<file path="src/rtl/particle_motion_step_defines.svh">
// Assertion macros shared by the particle motion step RTL.
`ifndef PARTICLE_MOTION_STEP_DEFINES_SVH
`define PARTICLE_MOTION_STEP_DEFINES_SVH

// Same-cycle implication, checked on every clock outside reset.
`define PMS_ASSERT_NOW(label, ante, cons) \
  label: assert property (@(posedge clk) disable iff (rst) (ante) |-> (cons)) \
    else $error("pipeline check failed");

// Next-cycle implication, checked on every clock outside reset.
`define PMS_ASSERT_NEXT(label, ante, cons) \
  label: assert property (@(posedge clk) disable iff (rst) (ante) |=> (cons)) \
    else $error("pipeline check failed");

`endif

</file>
<file path="src/rtl/pms_pkg.sv">
// Package with types, register codes and helpers of the particle motion step.
package pms_pkg;

  localparam int FRAC_BITS_DEFAULT = 16;
  localparam int CFG_IDX_W = 3;
  localparam int CFG_DATA_W = 32;

  typedef logic signed [31:0] s32_t;
  typedef logic signed [32:0] s33_t;
  typedef logic signed [33:0] s34_t;

  // Configuration register indexes
  typedef enum logic [CFG_IDX_W-1:0] {
    CFG_GRAVITY  = 3'd0,
    CFG_DRAG     = 3'd1,
    CFG_DT       = 3'd2,
    CFG_WIND_X   = 3'd3,
    CFG_WIND_Y   = 3'd4,
    CFG_WIND_Z   = 3'd5,
    CFG_WIND_DUR = 3'd6
  } cfg_reg_e;

  typedef struct packed {
    s32_t        gravity_accel;
    logic [31:0] drag_coeff;
    logic [15:0] frame_delta;
    s32_t        wind_x;
    s32_t        wind_y;
    s32_t        wind_z;
    logic [31:0] wind_duration;
  } cfg_t;

  typedef struct packed {
    s32_t        pos_x;
    s32_t        pos_y;
    s32_t        pos_z;
    s32_t        vel_x;
    s32_t        vel_y;
    s32_t        vel_z;
    logic [31:0] age_us;
    logic [31:0] life_us;
  } particle_t;

  typedef struct packed {
    s32_t new_pos_x;
    s32_t new_pos_y;
    s32_t new_pos_z;
    s32_t new_vel_x;
    s32_t new_vel_y;
    s32_t new_vel_z;
    logic alive;
  } result_t;

  // Per-stage advance enables
  typedef struct packed {
    logic s1;
    logic s2;
    logic s3;
    logic s4;
  } pms_en_t;

  // Hand-off between the front and back halves of the pipe
  typedef struct packed {
    s32_t [2:0] pos;
    s34_t [2:0] vsum;
    s32_t [2:0] vg;
    s32_t       factor;
    s33_t [2:0] wterm;
    logic       alive;
  } mid_t;

  // Clamp to the signed 32-bit range
  function automatic s32_t sat32(input logic signed [63:0] x);
    logic signed [63:0] hi;
    logic signed [63:0] lo;
    hi = 64'sd2147483647;
    lo = -64'sd2147483648;
    if (x > hi) begin
      return 32'sh7fffffff;
    end else if (x < lo) begin
      return 32'sh80000000;
    end
    return x[31:0];
  endfunction

endpackage

</file>
<file path="src/rtl/pms_cfg_regs.sv">
// Configuration register file of the particle motion step.
module pms_cfg_regs
  import pms_pkg::*;
(
  input  logic                  clk,
  input  logic                  rst,
  input  logic                  wr_en,
  input  logic [CFG_IDX_W-1:0]  wr_index,
  input  logic [CFG_DATA_W-1:0] wr_data,
  output cfg_t                  cfg
);

  // Register writes; unknown indexes are dropped
  always_ff @(posedge clk) begin
    if (rst) begin
      cfg <= '0;
    end else if (wr_en) begin
      case (cfg_reg_e'(wr_index))
        CFG_GRAVITY:  cfg.gravity_accel <= wr_data;
        CFG_DRAG:     cfg.drag_coeff    <= wr_data;
        CFG_DT:       cfg.frame_delta   <= wr_data[15:0];
        CFG_WIND_X:   cfg.wind_x        <= wr_data;
        CFG_WIND_Y:   cfg.wind_y        <= wr_data;
        CFG_WIND_Z:   cfg.wind_z        <= wr_data;
        CFG_WIND_DUR: cfg.wind_duration <= wr_data;
        default: ;
      endcase
    end
  end

endmodule

</file>
<file path="config.mk">
export PLATFORM = sky130hd
export DESIGN_NAME = pms_cfg_regs
export DESIGN_NICKNAME = d
export VERILOG_FILES = /design/src/rtl/particle_motion_step_defines.svh /design/src/rtl/pms_pkg.sv /design/src/rtl/pms_cfg_regs.sv
export SDC_FILE = /design/constraint.sdc
export NUM_CORES = 1
export LEC_CHECK = 0
export BUFFER_PORTS_ARGS = -buffer_cell sky130_fd_sc_hd__clkbuf_2
export CAP_MARGIN = 25
export CORE_MARGIN = 5
export CORE_UTILIZATION = 40
export DETAILED_ROUTE_END_ITERATION = 10
export PLACE_DENSITY = 0.71
export SETUP_SLACK_MARGIN = 0.5
export SYNTH_ARGS = -nofsm -noshare
export SYNTH_HDL_FRONTEND = slang
export SYNTH_SLANG_ARGS = --single-unit
</file>
<file path="constraint.sdc">
create_clock -name clk -period 1.6 [get_ports clk]
set_clock_uncertainty 0.05 [all_clocks]
set_input_delay 0 -clock clk [delete_from_list [all_inputs] [get_ports clk]]
set_output_delay 0 -clock clk [all_outputs]
set_load 0.01 [all_outputs]
</file>
==> metrics <==
Finished Layout Cells=1273; Top Usage Layer GRT=met2; Final Cycle Share=66.02%; overall power=12.06 mW; Required @ worst endpoint=1.55 ns; CTS sink count=208; Port Buffer Count=245; syn nets=756; H-tree Lvls=1; Net Sw Frac=21.92%; Synth Area in Simple Gates=19.68%; Lkg Pwr=5.583 nW; Adder-Cell Fraction of Synth Area=0%; vias=5922; residual DRC count=0; post-synthesis area per instance=11.28 um2; post-route ant nets=0; register area=4174 um2; core box area=20100 um2; RSZ-0062 raised after global routing=false; Psw=2.644 mW; # IOs=246; Iter 0 DRT Violations=149; RePlAce Congestion=0.7585; area occupied by multi-input gates=3719 um2; post-synthesis mux area share=25.71%; Slew HR=70.49%; max FFs per register=208; final hold viol count=0; Critical path buffers and inverters=1; top flop regs=cfg x208; dpl cells=1198; M2 GR Usage=30.38%; FMAX=0.9466 GHz; number of vias per cell=4.652; combinational power share=6.8%; GRT Util Overall=18.04%; peak supply drop=0.7110 mV; Ys Warns=0; initial antenna violation count=2; peak fanout along the critical path=2; clk slew on worst S/H paths=0.06 ns; Fin Setup TNS=0 ns; Setup crit end kind=primary output; Die Span Y=152.3 um; crit-path leading delay family=flip-flops; commonest non-fill, non-tap cells in the layout=nand2b_1, clkbuf_2, mux2i_1; pin count of the biggest net entering global routing=105; Clk pwr share=48.8%; max incr delay on CP=0.36 ns; Synth Area in XOR/XNOR=0%; clk buf depth=3; CTS tree=yes; Crit-path slowest cell=dfxtp_1; fin util=53.70%; area of the mapped netlist=8099 um2; status=finished clean; drt total wl=21.58 mm; Top reg by flops=cfg; share of layout cells above drive strength 1=31.47%; final slew viol count=0; vias in the first global route=6162; synthesis-to-finish area growth=33.29%; DRT Pass-1 Iters=4; crit start category=register; HPWL Detailed=14.61 mm; grt met3 use=4.658%; Netlist cell types=13; final global-route overflow total=0; total power density per cell area=1117 nW/um2; Compound-Gate Fraction of Synth Area=0%; Die Wd=152.3 um; root buf cell=clkbuf_16; largest family of logic cells by synthesized area=multiplexers; most common cell after layout, fill and taps aside=nand2b_1; Post-CTS Setup Bufs=0; internal power=9.420 mW; Synth Register Bits=208; full die area=23190 um2; FP Rows=52; Clock Latency Late Sink=0.50 ns; drt wl/cell=16.95 um; Starting Density=40.29%; slew of the pin with the lowest slew margin=0.4427 ns; minimum clock period=1.056 ns; Critical Path AT=1.01 ns; Hold Crit Class=input port to register; Worst Hold Margin=0.03084 ns; Global Route met1 Usage=22.77%; Synth Instances=718; fill cell count=1742; sequential fraction of the synthesis area=51.41%; Flop pwr share=44.4%; layout net count=1023; Final setup viols=0; worst path cell trace=clkbuf_2; max-cap check violation count=0; CTS Buf Count=23; first-pass GRT wire length=34.65 mm; kind of critical path=register to primary output
metal layers:
metal	vias to the layer above	wire [um]	share of wire, %
met2	169	10160	47
li1	2915	-	-
met4	0	583	2.7
met3	34	1304	6.0
met5	-	0	0
met1	2804	9525	44
through the flow:
step	instance area, um2	setup WS [ns]
3_3_place_gp	9609	0.3621
5_1_grt	10800	0.5001
2_1_floorplan	8115	0.4093
6_report	10800	0.5436
3_5_place_dp	9609	0.3352
4_1_cts	10780	0.5030
path summary, 6_finish.rpt:
kind                            startpoint       end  slack (ns)  depth (start not counted)
worst max-delay path               cfg[43]   cfg[43]        0.54                          1
worst min-delay path                   rst  cfg[122]        0.03                          4
worst max register to register    cfg[148]  cfg[148]        0.91                          2
worst min register to register    cfg[174]  cfg[174]        0.42                          2
cell usage after synthesis (all sizes together):
cell type / instances / share of area (%)
nand2b: 240 / 19
dfxtp: 208 / 51
mux2i: 208 / 26
clkbuf: 27 / 1.3
buf: 26 / 1.9
nand4b: 3 / 0.32
nand4bb: 3 / 0.42
nor4b: 1 / 0.11
nor4bb: 1 / 0.12
or4b: 1 / 0.17
power groups by stage:
stage	clock, mW	combinational [mW]	sequential, mW
after floorplan	0	0.419	5.52
after global placement	0	0.767	5.47
after detailed placement	0	0.771	5.47
after CTS	6.00	0.835	5.36
after global routing	6.26	0.895	5.37
final	5.88	0.826	5.36
logic make-up (layout without fill, tap and decap cells):
group | after synthesis | count (layout)
buffers and inverters | 53 | 336
AND/OR/NAND/NOR | 249 | 249
other | 0 | 2
multiplexers | 208 | 208
flip-flops | 208 | 208
repair_timing:
item                                    in CTS  in global routing
gates resized for setup                      0                 15
hold endpoints to repair                   205                  0
hold buffers                                32                  0
endpoints found under the setup margin       0                 14
final cells by class:
type,count,area share (%)
multi-input cells,457,34.45
clock inverters,10,1.715
clock buffers,31,6.166
flip-flops and latches,208,38.66
well taps,270,3.129
diodes,2,0.04636
repair buffers,295,15.83
No activity file was read; power rests on OpenSTA's default activity.
